<file path="config.mk">
export PLATFORM = sky130hd
export DESIGN_NAME = tcw_fifo
export DESIGN_NICKNAME = d
export VERILOG_FILES = /design/src/rtl/core/tcw_fifo.sv
export SDC_FILE = /design/constraint.sdc
export NUM_CORES = 1
export LEC_CHECK = 0
export BUFFER_PORTS_ARGS = -buffer_cell sky130_fd_sc_hd__buf_2
export CAP_MARGIN = 20
export CORE_ASPECT_RATIO = 0.9
export CORE_MARGIN = 1
export CORE_UTILIZATION = 30
export CTS_BUF_LIST = sky130_fd_sc_hd__clkbuf_4 sky130_fd_sc_hd__clkbuf_8
export DETAILED_ROUTE_END_ITERATION = 6
export PLACE_DENSITY = 0.62
export SETUP_SLACK_MARGIN = 0.3
export SLEW_MARGIN = 0
export SYNTH_ARGS = -nofsm -noshare
export SYNTH_HDL_FRONTEND = slang
export SYNTH_SLANG_ARGS = --single-unit
export TNS_END_PERCENT = 10
</file>
<file path="constraint.sdc">
create_clock -name clk -period 1.35 [get_ports clk]
set_input_delay 0.135 -clock clk [delete_from_list [all_inputs] [get_ports clk]]
set_output_delay 0.135 -clock clk [all_outputs]
set_load 0.05 [all_outputs]
</file>
<file path="src/rtl/core/tcw_fifo.sv">
// ----------------------------------------------------------------------------
// Small request queue
// Register-based first-in first-out queue with full and empty flags.
// ----------------------------------------------------------------------------
module tcw_fifo #(
  parameter int WIDTH = 8,
  parameter int DEPTH = 2
) (
  input  logic             clk,
  input  logic             rst,
  input  logic             push,
  input  logic [WIDTH-1:0] din,
  output logic             full,
  input  logic             pop,
  output logic [WIDTH-1:0] dout,
  output logic             empty
);

  localparam int PW = (DEPTH > 1) ? $clog2(DEPTH) : 1;

  logic [WIDTH-1:0] slots [DEPTH];
  logic [PW-1:0]    wr_ptr;
  logic [PW-1:0]    rd_ptr;
  logic [PW:0]      count;
  logic             do_push;
  logic             do_pop;

  assign full    = (count == (PW+1)'(DEPTH));
  assign empty   = (count == '0);
  assign do_push = push && !full;
  assign do_pop  = pop && !empty;
  assign dout    = slots[rd_ptr];

  always_ff @(posedge clk) begin
    if (do_push) begin
      slots[wr_ptr] <= din;
    end
  end

  always_ff @(posedge clk) begin
    if (rst) begin
      wr_ptr <= '0;
      rd_ptr <= '0;
      count  <= '0;
    end else begin
      if (do_push) begin
        wr_ptr <= (wr_ptr == PW'(DEPTH-1)) ? '0 : wr_ptr + 1'b1;
      end
      if (do_pop) begin
        rd_ptr <= (rd_ptr == PW'(DEPTH-1)) ? '0 : rd_ptr + 1'b1;
      end
      if (do_push && !do_pop) begin
        count <= count + 1'b1;
      end else if (do_pop && !do_push) begin
        count <= count - 1'b1;
      end
    end
  end

endmodule

</file>
# Word-level counts from Yosys, hierarchy flattened
# Memories as Yosys holds them, arrays and structs flattened. A register that Yosys moved wholly into a read port is not among the register bits.
# Index checks and enable logic that the tools add are counted.
dict set report op_classes {
  n_addsub 4
  n_mux 8
  n_reduce_logical 10
  eq_ne 1
}
# operator count
set ops {}
lappend ops {{2-to-1 mux 1 bit} 6}
lappend ops {{logical AND 1 bit} 4}
lappend ops {{logical NOT 1 bit} 4}
lappend ops {{2-to-1 mux 2 bit} 2}
lappend ops {{adder 1 bit, second input constant} 2}
lappend ops {{adder 2 x 1 -> 2 bit, second input constant} 1}
lappend ops {{equality test 2 bit, second input constant} 1}
lappend ops {{logical NOT 2 bit} 1}
lappend ops {{nonzero test 2 bit} 1}
lappend ops {{subtractor 2 x 1 -> 2 bit, second input constant} 1}
dict set report totals {
  inputBits 12
  mem_count 1
  reg_bits 4
  ram_bits 16
}
# name words width rd rd_ports_with_merged_regs write_ports line_no
set mem_list {}
lappend mem_list {slots 2 8 1 1 1 21} ;# logic [WIDTH-1:0] slots [DEPTH];

# Logic depth before layout (Yosys ltp)
dict set report logic_depth {
  depth_word 7
  depth_mapped 6
  depth_no_buf 6
}

# Worst setup path after synthesis
# No wires, ideal clock.
dict set report synth_timing {
  path_type {reg-to-reg}
  from {reg count[1]}
  to {reg count[1]}
  setup_time_ns 0.070
  t_arrival_ns 1.773
  setup_slack_ns -0.493
  n_path_buf 0
  path_stages_with_launch 6
  cell_sequence {dfxtp_1 -> nor2b_2 -> nor2_1 -> ha_1 -> or3_1 -> a21oi_1}
}
dict set report synth_via {
  elab_chain_cells 6
  elab_cells_between_ends 15
  classes_between {add/sub: 2; eq/ne: 1; mux: 2; reduce/logical: 10}
}
# item line_no
set synth_lines {}
lappend synth_lines {{from (decl)} 24} ;# logic [PW:0] count;
lappend synth_lines {{from (signal assigned)} 53} ;# count <= count + 1'b1;
lappend synth_lines {{from (signal assigned)} 55} ;# count <= count - 1'b1;
lappend synth_lines {{equality test 2 bit (*)} 28} ;# assign full = (count == (PW+1)'(DEPTH));
lappend synth_lines {{via full} 13} ;# output logic full,
lappend synth_lines {{logical NOT 1 bit (*)} 30} ;# assign do_push = push && !full;
lappend synth_lines {{logical AND 1 bit (*)} 30}
lappend synth_lines {{logical NOT 1 bit} 54} ;# end else if (do_pop && !do_push) begin
lappend synth_lines {{logical AND 1 bit} 54}
lappend synth_lines {{nonzero test 2 bit (no source line)} --}
# Mark *: on every way through the listed nets, which the timed path passes. The rest lies on a longest branch. The select of a mux whose other input is x is not followed.
# A chain may end at the register's enable or synchronous reset.

# Worst setup path in the final report
dict set report layout_timing {
  from {reg count[1]}
  to {mem slots[0][2], enable pin}
}
dict set report layout_via {
  elab_chain_cells 5
}
# item line_no
set layout_lines {}
lappend layout_lines {{equality test 2 bit} 28}
lappend layout_lines {{logical NOT 1 bit} 30}
lappend layout_lines {{logical AND 1 bit} 30}
lappend layout_lines {{2-to-1 mux 1 bit} 35} ;# if (do_push) begin
lappend layout_lines {{2-to-1 mux 1 bit (implied by the code)} 36} ;# slots[wr_ptr] <= din;
lappend layout_lines {{to (decl)} 21}
# Every way passes these cells.

==> run metrics <==
Seq/Total Area, Yosys=approximately 73%; GRT overflow=0; worst-margin pin slew=0.243 ns; crit end category=register; asr flop ratio synth=0%; layout cells sized above 1=roughly three fifths; Seq cells post-synth=21; Die Wd=between 50 and 60 µm; status=complete, but fails checks; GPL Wtd Cong=0.680; min cycle time layout=1.40 ns; WL/cell=approximately 12 µm; Peak supply drop=1.18 mV; Avg Inst Size Synth=between 15 and 20 µm²; Initial Util=31.9%; number of remaining DRC errors=0; Clock Path Buffers=2; Post-synth EDFFs=16; final worst path period share=104%; buffers and inverters on the worst path=3; largest family of logic cells by synthesized area=multiplexers; crit-path max cell delay=0.35 ns; Die H=about 51 µm; P&R area growth vs syn=54.7%; Place WS=-0.0684 ns; Critical Path RT=between 1 and 1.5 ns; Synth Flop Type=edfxtp_1; Hold WC Path Type=input pin to register; clk sinks=21; Total GRT Usage=between 10% and 20%; biggest area consumer among synthesized cells=edfxtp_1; Final setup viols=17; CTS tree=built; Synth top cells by count=edfxtp_1, mux2_2, dfxtp_1, nor2_1; Crit Path Class=register to register; Critical Path, Cell by Cell=nor2b_4 -> buf_4 -> or3_4 -> inv_4 -> buf_12; IO Pins=22; cells after synthesis=50; Final Skew=0.00504 ns; 1st-iter DRT viols=7; vias in the first global route=554; post-layout worst setup margin=-0.0518 ns; Final ANT Viol Nets=0; antenna violations before repair=0; CP top delay family=simple AND/OR/NAND/NOR gates; PortBufs=21; CTS root buf=clkbuf_4; static leakage=0.501 nW; RSZ-0062 raised after global routing=yes; ranking of synthesized cells by area=edfxtp_1, dfxtp_1, mux2_2; max-cap viol count=0; final WL=1340 µm; Nets=between 90 and 100; FP Rows=17; Fillers=around 220; Arrival @ worst endpoint=1.43 ns; DR vias=494; Slowest-stage cell, CP=dfxtp_2; Die ar.=2850 µm²; vias per cell=about 4.4; top-count cell post-synth=edfxtp_1; Ys Warns=0; multiplexer share of the synthesized area=11.4%; Synth Area in Compound Gates=3.15%; Max-slew headroom=83.6%; PD cells=2150 nW/µm²; Cell variety after synth=13; post-layout util=49.3%; Ant. Diodes=0; Post-Synth XOR/XNOR Area=3.31%; top cell type's share of synthesized area=between 60% and 70%; failing checks=negative setup slack; post-synthesis adder-cell area fraction=1.58%; Simple-Gate Fraction of Synth Area=5.84%; dpl hpwl=942 µm; critical path peak fanout=8; synthesized area=793 µm²; TritonRoute pass-1 iters=2; Max Slew Vio Count=0; CTS clk-pin slew, worst paths=0.11 ns; startpoint types=register; Worst-Skew Late Latency=roughly 0.30 ns; final hold viol count=0; fmax=713 MHz; Syn Nets=63; largest net degree at the start of global routing=13; first-pass GRT wire length=2300 µm; core area=2490 µm²; Num CTS Buffers=3; H-tree lvl count=1
-- cell families after synthesis --
family | after synthesis
AO/OA/AOI/OAI | 5
XOR/XNOR | 3
AND/OR/NAND/NOR | 9
adder cells (fa/ha/maj) | 1
buffers and inverters | 3
multiplexers | 8
flip-flops | 21
-- through the flow --
stage               hold WS (ns)  instances  power [W]  TNS [ns]  instance area, µm²
finish                    0.0227        112    0.00264    -0.635                1230
global route            0.000826        112    0.00277     -1.46                1230
CTS                       0.0118        111    0.00262    -0.842                1200
detailed placement         0.328        105    0.00197   -0.0684                1010
global placement           0.327        105    0.00195   -0.0591                1010
floorplan                  0.197         50    0.00162    -0.314                 801
-- sequential cells by signal, indices dropped and copies added, names as in the netlist, named ones only --
signal / flops
wr_ptr: 1
count: 2
rd_ptr: 1
slots: 16
-- cell usage in the layout (no fill, tap or decap), types with 2 or more instances in the layout --
| cell | n |
|---|---|
| buf_6 | 2 |
| buf_4 | 7 |
| o21ai_0 | 2 |
| nor2_1 | 4 |
| buf_8 | 8 |
| edfxtp_1 | 16 |
| clkbuf_4 | 3 |
| buf_2 | 11 |
| xor2_1 | 3 |
| mux2_4 | 8 |
| buf_12 | 2 |
| dfxtp_1 | 2 |
| dfxtp_2 | 2 |
-- area by class of cell --
| cell class | count | area (µm²) | share of cell area, % |
|---|---|---|---|
| Sequential cell | 21 | 587 | 47.8 |
| Multi-Input combinational cell | 26 | 268 | 21.8 |
| Inverter | 2 | 10.0 | 0.815 |
| Tap cell | 28 | 35.0 | 2.85 |
| Clock buffer | 3 | 22.5 | 1.83 |
| Clock inverter | 1 | 5.00 | 0.408 |
| Timing Repair Buffer | 31 | 300 | 24.5 |
-- power by group --
group | total [W] | internal (W) | switching (W)
sequential | 0.000902 | 0.000837 | 0.0000642
combinational | 0.00145 | 0.000700 | 0.000750
clock | 0.000285 | 0.000110 | 0.000175
total | 0.00264 | 0.00165 | 0.000989
-- per-layer routing --
metal	global-route usage, %	part of all wire (%)	wire (µm)	vias to the layer above
li1	-	-	-	248
met1	10.3	39	516	230
met2	21.4	55	742	16
met3	4.90	5.9	79	0
met4	2.44	0	0	0
met5	0	0	0	-
-- worst register-to-register path, cell delays in order, from the launching register on --
cell,delay [ns]
dfxtp_2,0.35
nor2b_4,0.13
buf_4,0.13
or3_4,0.34
inv_4,0.07
buf_12,0.11
-- path summary, 6_finish.rpt --
kind                         start               endpoint  slack [ns]  cells past startpoint
max          count[1]$_SDFFE_PP0P_  slots[0][2]$_DFFE_PP_       -0.05                      5
min                         din[5]  slots[1][5]$_DFFE_PP_        0.02                      1
max reg2reg  count[1]$_SDFFE_PP0P_  slots[0][2]$_DFFE_PP_       -0.05                      5
min reg2reg    wr_ptr$_SDFFE_PP0N_    wr_ptr$_SDFFE_PP0N_        0.51                      2
-- timing repair --
action,4_1_cts,5_1_grt
gates resized for setup,44,5
setup endpoints to repair,30,31
hold endpoints to repair,0,2
setup buffers,2,0
pin swaps,3,3
hold buffers,0,1
Note: power is estimated with default switching activity, not from simulation.
