<file path="src/rtl/core/tcw_pkg.sv">
// ----------------------------------------------------------------------------
// Text console writer package
// Shared command, result and state types and the fixed codes of the console.
// ----------------------------------------------------------------------------
package tcw_pkg;

  localparam logic [1:0] CMD_PUT   = 2'd0;
  localparam logic [1:0] CMD_SET   = 2'd1;
  localparam logic [1:0] CMD_CLEAR = 2'd2;
  localparam logic [1:0] CMD_READ  = 2'd3;

  localparam logic REG_FG = 1'b0;
  localparam logic REG_BG = 1'b1;

  localparam logic [3:0] FG_RESET = 4'hF;
  localparam logic [3:0] BG_RESET = 4'h0;

  localparam logic [7:0] NEWLINE_CODE = 8'h0A;
  localparam logic [7:0] SPACE_CODE   = 8'h20;
  localparam logic [7:0] BLANK_ATTR   = 8'h0F;

  typedef enum logic [2:0] {
    OP_PUT,
    OP_NEWLINE,
    OP_SET,
    OP_CLEAR,
    OP_READ
  } op_t;

  typedef struct packed {
    op_t        op;
    logic [7:0] ch;
    logic [4:0] row;
    logic [6:0] col;
  } cmd_t;

  typedef struct packed {
    logic [4:0] cursor_row;
    logic [6:0] cursor_col;
    logic [7:0] cell_char;
    logic [7:0] cell_attr;
    logic       scrolled;
  } res_t;

  typedef enum logic [2:0] {
    ST_INIT,
    ST_IDLE,
    ST_SHIFT,
    ST_CLEAR,
    ST_READ,
    ST_READ_WAIT,
    ST_RESULT
  } state_t;

endpackage

</file>
<file path="src/rtl/core/tcw_fifo.sv">
// ----------------------------------------------------------------------------
// Small request queue
// Register-based first-in first-out queue with full and empty flags.
// ----------------------------------------------------------------------------
module tcw_fifo #(
  parameter int WIDTH = 8,
  parameter int DEPTH = 2
) (
  input  logic             clk,
  input  logic             rst,
  input  logic             push,
  input  logic [WIDTH-1:0] din,
  output logic             full,
  input  logic             pop,
  output logic [WIDTH-1:0] dout,
  output logic             empty
);

  localparam int PW = (DEPTH > 1) ? $clog2(DEPTH) : 1;

  logic [WIDTH-1:0] slots [DEPTH];
  logic [PW-1:0]    wr_ptr;
  logic [PW-1:0]    rd_ptr;
  logic [PW:0]      count;
  logic             do_push;
  logic             do_pop;

  assign full    = (count == (PW+1)'(DEPTH));
  assign empty   = (count == '0);
  assign do_push = push && !full;
  assign do_pop  = pop && !empty;
  assign dout    = slots[rd_ptr];

  always_ff @(posedge clk) begin
    if (do_push) begin
      slots[wr_ptr] <= din;
    end
  end

  always_ff @(posedge clk) begin
    if (rst) begin
      wr_ptr <= '0;
      rd_ptr <= '0;
      count  <= '0;
    end else begin
      if (do_push) begin
        wr_ptr <= (wr_ptr == PW'(DEPTH-1)) ? '0 : wr_ptr + 1'b1;
      end
      if (do_pop) begin
        rd_ptr <= (rd_ptr == PW'(DEPTH-1)) ? '0 : rd_ptr + 1'b1;
      end
      if (do_push && !do_pop) begin
        count <= count + 1'b1;
      end else if (do_pop && !do_push) begin
        count <= count - 1'b1;
      end
    end
  end

endmodule

</file>
<file path="src/rtl/core/tcw_front.sv">
// ----------------------------------------------------------------------------
// Console command front end
// Accepts requests, classifies them and clamps coordinates into the queue.
// ----------------------------------------------------------------------------
module tcw_front #(
  parameter int ROWS = 25,
  parameter int COLS = 80
) (
  input  logic          clk,
  input  logic          rst,
  input  logic          push,
  output logic          full,
  input  logic [1:0]    command,
  input  logic [7:0]    char_code,
  input  logic [4:0]    row,
  input  logic [6:0]    col,
  input  logic          busy,
  output logic          cmd_valid,
  output tcw_pkg::cmd_t cmd,
  input  logic          cmd_pop
);

  import tcw_pkg::*;

  cmd_t                cmd_in;
  logic                q_full;
  logic                q_empty;
  logic [$bits(cmd_t)-1:0] q_dout;

  always_comb begin
    cmd_in.ch  = char_code;
    cmd_in.row = (int'(row) > ROWS - 1) ? 5'(ROWS - 1) : row;
    cmd_in.col = (int'(col) > COLS - 1) ? 7'(COLS - 1) : col;
    unique case (command)
      CMD_PUT:   cmd_in.op = (char_code == NEWLINE_CODE) ? OP_NEWLINE : OP_PUT;
      CMD_SET:   cmd_in.op = OP_SET;
      CMD_CLEAR: cmd_in.op = OP_CLEAR;
      CMD_READ:  cmd_in.op = OP_READ;
    endcase
  end

  assign full      = q_full || busy;
  assign cmd_valid = !q_empty;
  assign cmd       = cmd_t'(q_dout);

  tcw_fifo #(
    .WIDTH($bits(cmd_t)),
    .DEPTH(2)
  ) u_cmd_queue (
    .clk  (clk),
    .rst  (rst),
    .push (push && !full),
    .din  (cmd_in),
    .full (q_full),
    .pop  (cmd_pop),
    .dout (q_dout),
    .empty(q_empty)
  );

endmodule

</file>
<file path="config.mk">
export PLATFORM = sky130hd
export DESIGN_NAME = tcw_front
export DESIGN_NICKNAME = d
export VERILOG_FILES = /design/src/rtl/core/tcw_pkg.sv /design/src/rtl/core/tcw_fifo.sv /design/src/rtl/core/tcw_front.sv
export SDC_FILE = /design/constraint.sdc
export NUM_CORES = 1
export LEC_CHECK = 0
export BUFFER_PORTS_ARGS = -buffer_cell sky130_fd_sc_hd__buf_4
export CAP_MARGIN = 20
export CORE_MARGIN = 5
export CORE_UTILIZATION = 50
export CTS_BUF_LIST = sky130_fd_sc_hd__clkbuf_8
export CTS_CLUSTER_SIZE = 16
export DETAILED_ROUTE_END_ITERATION = 10
export PLACE_DENSITY = 0.74
export SYNTH_ARGS = -nofsm -noshare
export SYNTH_HDL_FRONTEND = slang
export SYNTH_HIERARCHICAL = 1
export SYNTH_SLANG_ARGS = --single-unit
</file>
<file path="constraint.sdc">
create_clock -name clk -period 2.35 [get_ports clk]
set_input_delay 0.3525 -clock clk [delete_from_list [all_inputs] [get_ports clk]]
set_output_delay 0.3525 -clock clk [all_outputs]
set_load 0.1 [all_outputs]
</file>
# --- After elaboration in Yosys (flattened, before gate mapping) ---
# Memory sizes are Yosys's and may differ from the RTL's. A register that Yosys moved wholly into a read port is not among the register bits.
# Cells that the tools add are included.
totals:
  ff_bits: 4
  latch_bits: 0
  ram_bits: 46
  rom_bits: 0
  inputBits: 27
  word_cells: 41
  n_memories: 1
classes:
  n_addsub: 4
  n_mul: 0
  div_mod_pow: 0
  magnitude_cmp: 2
  n_eq_ne: 5
  shift: 0
  mux: 12
  n_bitwise: 0
  reduce_logical: 14
memory_table:
  columns: ["name", "depth", "word_bits", "read_ports", "rd_clocked_by_memory_dff", "wr", "line", "rtl"]
  rows:
  - ["u_cmd_queue.slots", 2, 23, 1, 1, 1, "tcw_fifo.sv:21", "logic [WIDTH-1:0] slots [DEPTH];"]
ops:
  columns: ["op", "count"]
  rows:
  - ["$pmux W3 S4", 1]
  - ["$eq A8 B4 Y1 const B", 1]
  - ["$gt A7 B7 Y1 const B", 1]
  - ["$mux W1", 7]
  - ["$mux W7", 1]
  - ["$eq A2 B2 Y1 const B", 3]
  - ["$gt A5 B5 Y1 const B", 1]
  - ["$logic_and A1 B1 Y1", 5]
  - ["$logic_not A1 Y1", 5]
  - ["$mux W5", 1]
  - ["$logic_not A2 Y1", 2]
  - ["$mux W2", 2]
  - ["$add A1 B1 Y1 const B", 2]
  - ["$add A2 B1 Y2 const B", 1]
  - ["$eq A2 B1 Y1 const B", 1]
  - ["$reduce_bool A2 Y1", 1]
  - ["$sub A2 B1 Y2 const B", 1]
  - ["$logic_or A1 B1 Y1", 1]

# --- Longest topological paths before layout ---
# Gate-level depths: netlist (run 1).
depth:
  ltp_word: 9
  ltp_mapped: 9
  mapped_depth_nobuf: 9

# --- By module ---
# Netlist (run 1), hierarchy kept.
modules_own_cells:
  columns: ["mod", "instances", "cells_each", "area_each_um2", "seq_area_each_um2"]
  rows:
  - ["tcw_fifo", 1, 96, 1868.0, 1481.4]
  - ["tcw_front", 1, 28, 182.7, 0.0]

# --- Worst setup path after synthesis (run 1) ---
# Ideal clock, no wire load.
synth_path:
  path_kind: "register to register"
  from: "register u_cmd_queue.count[1]"
  to: "memory u_cmd_queue/slots[0][0] in the netlist's numbering, enable pin"
  t_arrival_ps: 2026
  required_ps: 1972
  path_slack_ps: -53
  path_stages_with_launch: 7
  path_cell_list: "dfxtp_1 -> nor2b_2 -> or2_2 -> nor2_1 -> inv_1 -> or3_1 -> inv_1"
synth_between:
  elab_chain_cells: 7
  elab_cells_between_ends: 8
  classes_between: "eq/ne: 1; mux: 2; reduce/logical: 5"
synth_lines:
  columns: ["element", "line", "rtl"]
  rows:
  - ["from (decl)", "tcw_fifo.sv:24", "logic [PW:0] count;"]
  - ["from (signal assigned)", "tcw_fifo.sv:53", "count <= count + 1'b1;"]
  - ["from (signal assigned)", "tcw_fifo.sv:55", "count <= count - 1'b1;"]
  - ["$eq A2 B2 Y1", "tcw_fifo.sv:28", "assign full = (count == (PW+1)'(DEPTH));"]
  - ["named net q_full", "tcw_front.sv:26", "logic q_full;"]
  - ["$logic_or A1 B1 Y1", "tcw_front.sv:42", "assign full = q_full || busy;"]
  - ["named net full", "tcw_front.sv:12", "output logic full,"]
  - ["$logic_not A1 Y1", "tcw_front.sv:52", ".push (push && !full),"]
  - ["$logic_and A1 B1 Y1", "tcw_front.sv:52", null]
  - ["$logic_and A1 B1 Y1", "tcw_fifo.sv:30", "assign do_push = push && !full;"]
  - ["$mux W1", "tcw_fifo.sv:35", "if (do_push) begin"]
  - ["$mux W1 (not written as such)", "tcw_fifo.sv:36", "slots[wr_ptr] <= din;"]
  - ["to (decl)", "tcw_fifo.sv:21", null]
# The timed path passes the listed nets, and every way through them passes these cells.

# --- Worst setup path in the final report (run 1) ---
layout_path:
  from: "register u_cmd_queue.count[1]"
  to: "memory u_cmd_queue/slots[0][9] in the netlist's numbering, enable pin"
layout_between:
  elab_chain_cells: 7
  elab_cells_between_ends: 8
  classes_between: "eq/ne: 1; mux: 2; reduce/logical: 5"
layout_lines:
  columns: ["element", "line"]
  rows:
  - ["$eq A2 B2 Y1 *", "tcw_fifo.sv:28"]
  - ["named net q_full", "tcw_front.sv:26"]
  - ["$logic_or A1 B1 Y1", "tcw_front.sv:42"]
  - ["$logic_not A1 Y1", "tcw_front.sv:52"]
  - ["$logic_and A1 B1 Y1", "tcw_front.sv:52"]
  - ["$logic_and A1 B1 Y1 *", "tcw_fifo.sv:30"]
  - ["$mux W1 *", "tcw_fifo.sv:35"]
  - ["$mux W1 (not written as such) *", "tcw_fifo.sv:36"]
# The timed path passes the listed nets; every way through them passes the cells marked *.

==> results of run 1 <==
-- registers in the layout, indices dropped and copies added, names as in the netlist, named ones only --
| name | cells |
|---|---|
| u_cmd_queue/slots | 46 |
| u_cmd_queue/count | 2 |
| u_cmd_queue/rd_ptr | 1 |
| u_cmd_queue/wr_ptr | 1 |
-- metal layers --
| metal | vias up | global-route usage, % | wire length (um) |
|---|---|---|---|
| met5 | - | 0 | 0 |
| met2 | 31 | 26.0 | 1990 |
| met4 | 0 | 5.23 | 44 |
| met3 | 5 | 5.00 | 254 |
| li1 | 561 | - | - |
| met1 | 551 | 15.2 | 1340 |
-- synthesized netlist by cell type, drive strengths merged --
library cell / n / area (um2)
edfxtp: 46 / 1380
mux2: 23 / 259
inv: 7 / 26.3
nor2: 6 / 22.5
dfxtp: 5 / 100
and2: 4 / 25.0
ha: 4 / 50.1
nand2b: 4 / 25.0
nor2b: 4 / 27.5
o21ai: 4 / 20.0
clkbuf: 3 / 11.3
xor2: 3 / 26.3
a21oi: 2 / 10.0
buf: 2 / 10.0
or3: 2 / 12.5
a32o: 1 / 11.3
nand2: 1 / 3.75
nor3b: 1 / 7.51
nor4b: 1 / 15.0
or2: 1 / 6.26
-- power by group through the flow --
stage          clock network [W]  logic, W  registers, W
6_report                0.000454   0.00163       0.00115
5_1_grt                 0.000499   0.00169       0.00116
4_1_cts                 0.000465   0.00164       0.00115
3_5_place_dp                   0   0.00164       0.00118
3_3_place_gp                   0   0.00161       0.00116
2_1_floorplan                  0   0.00132       0.00116
-- worst min-delay path by stage --
stage | cells past startpoint | start | endpoint | slack (ns)
final | 1 | char_code[6] | u_cmd_queue/slots[1][18] | 0.25
after CTS | 1 | char_code[6] | u_cmd_queue/slots[1][18] | 0.24
after detailed placement | 2 | u_cmd_queue/wr_ptr | u_cmd_queue/wr_ptr | 0.50
after global routing | 1 | row[4] | u_cmd_queue/slots[0][11] | 0.24
after global placement | 2 | u_cmd_queue/wr_ptr | u_cmd_queue/wr_ptr | 0.47
after floorplan | 1 | rst | u_cmd_queue/count[1] | 0.42
-- critical path, stage by stage (launching register included) --
cell,delay (ns)
dfxtp_1,0.35
nor2b_2,0.18
or2_2,0.29
nor2_1,0.10
inv_1,0.07
or3_1,0.40
clkinvlp_4,0.39
-- logic make-up (layout without fill, tap and decap cells) --
logic type | count (synthesis) | after routing | synth area share, %
AO/OA/AOI/OAI | 7 | 7 | 2.01
adder cells (fa/ha/maj) | 4 | 4 | 2.44
multiplexers | 23 | 23 | 12.6
flip-flops | 51 | 51 | 72.2
AND/OR/NAND/NOR | 24 | 24 | 7.08
XOR/XNOR | 3 | 3 | 1.28
buffers and inverters | 12 | 69 | 2.32
-- metrics by stage --
| step | cells | power [W] | hold slack (ns) |
|---|---|---|---|
| 2_1_floorplan | 124 | 0.00248 | 0.422 |
| 3_3_place_gp | 223 | 0.00278 | 0.472 |
| 3_5_place_dp | 223 | 0.00282 | 0.500 |
| 4_1_cts | 231 | 0.00326 | 0.242 |
| 5_1_grt | 231 | 0.00335 | 0.238 |
| 6_report | 231 | 0.00323 | 0.253 |
-- area by class of cell --
class                           count  area share (%)
Timing Repair Buffer               54            15.7
Multi-Input combinational cell     61            20.2
Sequential cell                    51            57.4
Clock inverter                      3           0.484
Tap cell                           50            2.42
Clock buffer                        5            2.66
Inverter                            7            1.16
==> impl_metrics.tcl, run 1 <==
set metrics [dict create \
    layout_setup_ws_ns 0.231 \
    finalHoldViolCount 0 \
    cts.reportedPaths.clkPinSlew_ns 0.08 \
    htree_levels 2 \
    placed_cell_area_um2 2500 \
    ios 52 \
    rsz0062_at_grt "false" \
    place_ws_ns 0.223 \
    routed_wl_um 3630 \
    grt_pass1_wl_um 5810 \
    ys_warn_count 6 \
    synthesis.area_um2 2050 \
    rows 23 \
    chipWidth_um 74.0 \
    numCtsBuffers 5 \
    synth_nets 155 \
    reg2reg_to "u_cmd_queue/slots[0][9]" \
    internal-power_w 0.00170 \
    grt_overflow 0 \
    drive_above_1_share_pct 48.6 \
    powerDensity_nw_per_um2 1250 \
    final_util_pct 64.6 \
    max-cap-violations 0 \
    cts_setup_buffers 0 \
    finalInstanceArea_um2 2580 \
    period_share_pct 90.1 \
    coreArea_um2 4000 \
    crit_path_end "u_cmd_queue/slots[0][9]" \
    globalplace.congestion 0.724 \
    firstDrtPassIters 4 \
    cts_buffer_depth 2 \
    crit_type "flip-flop to flip-flop" \
    syn_inst 124 \
    die_area_um2 5480 \
    dr.first_iter.drc_count 38 \
    synth-seq-area-share_pct 72.2 \
    multi_input_area_um2 522 \
    portBuffers 51 \
    reg2reg_slack_ns 0.23 \
    slew_headroom_pct 66.0 \
    worst_slew_pin_slew_ns 0.509 \
    drc 0 \
    cts-resized-gates 0 \
    post-route-min-period_ns 2.12 \
    cts_tree "yes" \
    share_comb_of_total_power_pct 50.4 \
    die_y_um 74.0 \
    crit_fanout 23 \
    ys_types 22 \
    mostFrequentLayoutCells "54 x buf_4, 46 x edfxtp_1, 23 x mux2_2" \
    r2r.worst_path.cells 6 \
    area_growth_pct 25.9 \
    n_fill_cell 305 \
    final_max_slew_viol_count 0 \
    fmax_mhz 472 \
    cts_hold_buf 0 \
    leakage_nw 1.00 \
    status "finished clean" \
    cp-end-kind "flip-flop" \
    antenna_found_initial 0 \
    syn-mean-instance-area_um2 16.5 \
    fin_worst_skew_ns 0.00568 \
    grt_pass1_vias 1237 \
    wire_per_inst_um 15.7 \
    irDropWorstVdd_uv 890 \
    setup_viol 0 \
    netSwitchingPower_w 0.00153 \
    pwr-share-clk_pct 14.0 \
    ys_seq_elements 51 \
    switching_share_pct 47.4 \
    cp-start-kind "flip-flop" \
    final_common_cell "buf_4" \
    grt_max_degree 24 \
    initial_core_util_pct 51.3 \
    antenna_left 0 \
    dpl.hpwl_um 2720 \
    clock_sinks 51 \
    num_vias 1148 \
    register_area_um2 1480 \
    fin_setup_tns_ns 0 \
    seqPwrFrac_pct 35.6 \
    via_per_inst 4.97 \
    grtUsageTotal_pct 14.3 \
    clock-root-buffer "clkbuf_8" \
    required_ns 2.29 \
    hold_path_class "primary input to flip-flop" \
    worstSetupStartpoint "u_cmd_queue/count[1]" \
    antenna_cells 0 \
    rr_startpoint "u_cmd_queue/count[1]" \
    worstPathArrival_ns 2.06 \
    fin_nets 211 \
    clk_latency_ns 0.29 \
]
(Power assumes the default switching activity.)
==> run 2: changes to the inputs <==
==> constraint.sdc (replaced) <==
create_clock -name clk -period 2.2 [get_ports clk]
set_input_delay 0.33 -clock clk [delete_from_list [all_inputs] [get_ports clk]]
set_output_delay 0.33 -clock clk [all_outputs]
set_load 0.1 [all_outputs]
==> impl_metrics.tcl, run 2 (same netlist as run 1, synthesis figures left out) <==
set metrics [dict create \
    fmax_mhz 488 \
    globalplace.congestion 0.740 \
    rsz0062_at_grt "false" \
    wire_per_inst_um 14.9 \
    cts_hold_buf 0 \
    fin_setup_tns_ns 0 \
    area_growth_pct 25.6 \
    antenna_cells 0 \
    powerDensity_nw_per_um2 1340 \
    multi_input_area_um2 526 \
    mostFrequentLayoutCells "53 x buf_4, 46 x edfxtp_1, 23 x mux2_2" \
    htree_levels 2 \
    grt_pass1_vias 1213 \
    clock-root-buffer "clkbuf_8" \
    dpl.hpwl_um 2490 \
    coreArea_um2 4000 \
    chipWidth_um 74.0 \
    cts.reportedPaths.clkPinSlew_ns 0.08 \
    hold_path_class "primary input to flip-flop" \
    num_vias 1140 \
    setup_viol 0 \
    design_power_total_w 0.00344 \
    cts_buffer_depth 2 \
    fin_worst_skew_ns 0.00561 \
    antenna_left 0 \
    cts_tree "yes" \
    grt_max_degree 24 \
    cp_cell_sequence "nor2b_2 > or2_4 > nor2_1 > inv_1 > or3_1 > clkinvlp_4" \
    cts-resized-gates 0 \
    numCtsBuffers 5 \
    die_area_um2 5480 \
    antenna_found_initial 0 \
    grtUsageTotal_pct 13.7 \
    routed_wl_um 3410 \
    final_util_pct 64.4 \
    die_y_um 74.0 \
    initial_core_util_pct 51.3 \
    cp-end-kind "flip-flop" \
    biggestRegsByFlops "u_cmd_queue/slots: 46 flops, u_cmd_queue/count: 2 flops" \
    path_delay_family "simple AND/OR/NAND/NOR gates" \
    cpPeakStageDelay_ns 0.41 \
    final_max_slew_viol_count 0 \
    max-cap-violations 0 \
    via_per_inst 4.98 \
    grt_overflow 0 \
    worst_slew_pin_slew_ns 0.502 \
    drive_above_1_share_pct 49.2 \
    status "finished clean" \
    fin_nets 210 \
    slowest_stage "or3_1" \
    firstDrtPassIters 4 \
    dr.first_iter.drc_count 57 \
    top_register "u_cmd_queue/slots" \
    worstPathArrival_ns 1.99 \
    period_share_pct 93.2 \
    clk_latency_ns 0.29 \
    cp-start-kind "flip-flop" \
    n_fill_cell 293 \
    required_ns 2.15 \
    ios 52 \
    irDropWorstVdd_uv 920 \
    leakage_nw 0.987 \
    rows 23 \
    portBuffers 51 \
    crit_type "flip-flop to flip-flop" \
    slew_headroom_pct 66.5 \
    register_area_um2 1480 \
    clock_sinks 51 \
    largest_reg_flops 46 \
    drc 0 \
    finalHoldViolCount 0 \
    cts_setup_buffers 0 \
    final_common_cell "buf_4" \
    crit_fanout 23 \
    crit_buf_inv 2 \
    grt_pass1_wl_um 5510 \
    post-route-min-period_ns 2.05 \
]
run 2: final timing paths:
path | to | from | slack (ns) | cells after the start
setup / recovery | u_cmd_queue/slots[0][1] | u_cmd_queue/count[1] | 0.15 | 6
hold / removal | u_cmd_queue/wr_ptr | rst | 0.22 | 2
setup reg to reg | u_cmd_queue/slots[0][1] | u_cmd_queue/count[1] | 0.15 | 6
hold reg to reg | u_cmd_queue/wr_ptr | u_cmd_queue/wr_ptr | 0.50 | 2
run 2: per-stage QoR:
step	instances	instance area, um2	setup slack [ns]	hold slack (ns)
detailed placement	222	2500	0.153	0.493
global route	229	2570	0.00178	0.214
floorplan	124	2060	0.173	0.399
global placement	222	2500	0.206	0.472
finish	229	2570	0.151	0.224
CTS	229	2570	0.140	0.221
run 2: layout make-up:
| class | count | area share, % |
|---|---|---|
| Clock buffer | 5 | 2.67 |
| Clock inverter | 2 | 0.340 |
| Inverter | 7 | 1.17 |
| Multi-Input combinational cell | 61 | 20.4 |
| Sequential cell | 51 | 57.5 |
| Tap cell | 50 | 2.43 |
| Timing Repair Buffer | 53 | 15.5 |
run 2: layer usage:
| metal | vias up | wire (um) | global-route usage (%) |
|---|---|---|---|
| met2 | 32 | 1810 | 24.3 |
| met3 | 6 | 292 | 4.73 |
| met4 | 0 | 61 | 6.64 |
| li1 | 558 | - | - |
| met1 | 544 | 1250 | 14.3 |
| met5 | - | 0 | 0 |
run 2: worst reg2reg max path: cells and delay by family (launching register included):
family / cells / cell delay, ns
buffers and inverters: 2 / 0.46
AND/OR/NAND/NOR: 4 / 0.90
flip-flops: 1 / 0.34
run 2: where the power goes:
part,switching [W],internal [W]
registers,0.0000426,0.00118
clock network,0.000269,0.000212
logic,0.00132,0.000415
total,0.00163,0.00181
==> run 3: changes to the inputs <==
--- a/config.mk
+++ b/config.mk
@@ -12,6 +12,7 @@
 export CTS_BUF_LIST = sky130_fd_sc_hd__clkbuf_8
 export CTS_CLUSTER_SIZE = 16
 export DETAILED_ROUTE_END_ITERATION = 10
+export MAX_ROUTING_LAYER = met4
 export PLACE_DENSITY = 0.74
 export SYNTH_ARGS = -nofsm -noshare
 export SYNTH_HDL_FRONTEND = slang
==> impl_metrics.tcl, run 3 (same netlist as run 1, synthesis figures left out) <==
set metrics [dict create \
    firstDrtPassIters 4 \
    antenna_left 0 \
    grt_overflow 0 \
    internal-power_w 0.00181 \
    rsz0062_at_grt "false" \
    seqPwrFrac_pct 35.6 \
    die_area_um2 5480 \
    biggestRegsByFlops "u_cmd_queue/slots: 46 flops, u_cmd_queue/count: 2 flops" \
    reg2reg_slack_ns 0.15 \
    layout_setup_ws_ns 0.151 \
    rr_startpoint "u_cmd_queue/count[0]" \
    crit_fanout 23 \
    r2r.worst_path.cells 6 \
    worst_slew_pin_slew_ns 0.502 \
    powerDensity_nw_per_um2 1340 \
    wire_per_inst_um 14.9 \
    portBuffers 51 \
    whs_ns 0.224 \
    min_from "rst" \
    antenna_cells 0 \
    n_fill_cell 293 \
    rows 23 \
    cts_buffer_depth 2 \
    cp-start-kind "flip-flop" \
    post-route-min-period_ns 2.05 \
    dr.first_iter.drc_count 57 \
    mostFrequentLayoutCells "53 x buf_4, 46 x edfxtp_1, 23 x mux2_2" \
    hold_path_depth 2 \
    holdPathEnd "u_cmd_queue/wr_ptr" \
    antenna_found_initial 0 \
    drc 0 \
    finalInstanceArea_um2 2570 \
    routed_wl_um 3420 \
    area_growth_pct 25.6 \
    cp-end-kind "flip-flop" \
    die_y_um 74.0 \
    numCtsBuffers 5 \
    place_ws_ns 0.153 \
    grt_pass1_wl_um 5500 \
    top_register "u_cmd_queue/slots" \
    fin_setup_tns_ns 0 \
    ios 52 \
    cts_tree "yes" \
    chipWidth_um 74.0 \
    placed_cell_area_um2 2500 \
    cts-resized-gates 0 \
    slew_headroom_pct 66.4 \
    via_per_inst 4.98 \
    finalHoldViolCount 0 \
    grtUsageTotal_pct 14.1 \
    crit_type "flip-flop to flip-flop" \
    fin_nets 210 \
    required_ns 2.15 \
    period_share_pct 93.2 \
    fmax_mhz 488 \
    hold_path_class "primary input to flip-flop" \
    leakage_nw 0.987 \
    cts.reportedPaths.clkPinSlew_ns 0.08 \
    setup_viol 0 \
    drive_above_1_share_pct 49.2 \
    globalplace.congestion 0.749 \
    dpl.hpwl_um 2490 \
    largest_reg_flops 46 \
    worstPathArrival_ns 2.00 \
    coreArea_um2 4000 \
    cts_hold_buf 0 \
    clock-root-buffer "clkbuf_8" \
    num_vias 1140 \
    clk_latency_ns 0.29 \
    cts_setup_buffers 0 \
    pwr-share-clk_pct 14.0 \
    grt_max_degree 24 \
    initial_core_util_pct 51.3 \
    fin_worst_skew_ns 0.00533 \
    status "finished clean" \
    final_common_cell "buf_4" \
    share_comb_of_total_power_pct 50.4 \
    final_max_slew_viol_count 0 \
    netSwitchingPower_w 0.00163 \
    irDropWorstVdd_uv 920 \
    reg2reg_to "u_cmd_queue/slots[0][1]" \
    grt_pass1_vias 1214 \
    switching_share_pct 47.4 \
    max-cap-violations 0 \
    clock_sinks 51 \
    htree_levels 2 \
]
## run 3: cell counts in the layout (fill, tap and decap cells not counted)
No cell type changed its count.
## run 3: per-layer routing
metal	GRT usage [%]	wire length, um	vias up
met3	4.46	273	6
li1	-	-	558
met5	-	0	-
met2	24.3	1810	33
met1	14.5	1270	543
met4	6.64	63	0
## run 3: worst max path at each step
stage,depth (start not counted),start,to,slack [ns]
3_3_place_gp,6,u_cmd_queue/count[1],u_cmd_queue/slots[0][7],0.21
6_report,6,u_cmd_queue/count[0],u_cmd_queue/slots[0][1],0.15
3_5_place_dp,6,u_cmd_queue/count[0],u_cmd_queue/slots[0][7],0.15
4_1_cts,6,u_cmd_queue/count[1],u_cmd_queue/slots[0][1],0.14
2_1_floorplan,6,u_cmd_queue/count[1],u_cmd_queue/slots[0][0],0.17
5_1_grt,6,u_cmd_queue/count[0],u_cmd_queue/slots[0][1],0.002
## run 3: power groups by stage
| stage | Combinational, W | Sequential [W] | Clock [W] |
|---|---|---|---|
| global route | 0.00181 | 0.00124 | 0.000528 |
| CTS | 0.00175 | 0.00123 | 0.000487 |
| detailed placement | 0.00174 | 0.00125 | 0 |
| floorplan | 0.00141 | 0.00124 | 0 |
| finish | 0.00174 | 0.00123 | 0.000481 |
| global placement | 0.00172 | 0.00124 | 0 |
## run 3: layout make-up
cell class	count	area, um2	share of cell area, %
flip-flops and latches	51	1480	57.5
well taps	50	62.6	2.43
clock buffers	5	68.8	2.67
repair buffers	53	398	15.5
inverters	7	30.0	1.17
clock inverters	2	8.76	0.340
multi-input cells	61	526	20.4
## run 3: worst max-delay path: stages (launching register included)
cell	delay, ns
dfxtp_1	0.43
nor2b_2	0.09
or2_4	0.23
nor2_1	0.08
inv_1	0.07
or3_1	0.41
clkinvlp_4	0.39
## run 3: stage by stage
step | cells | total power [W] | util (%)
finish | 229 | 0.00344 | 64.4
global route | 229 | 0.00358 | 64.4
global placement | 222 | 0.00297 | 62.4
CTS | 229 | 0.00347 | 64.4
detailed placement | 222 | 0.00299 | 62.4
floorplan | 124 | 0.00265 | -
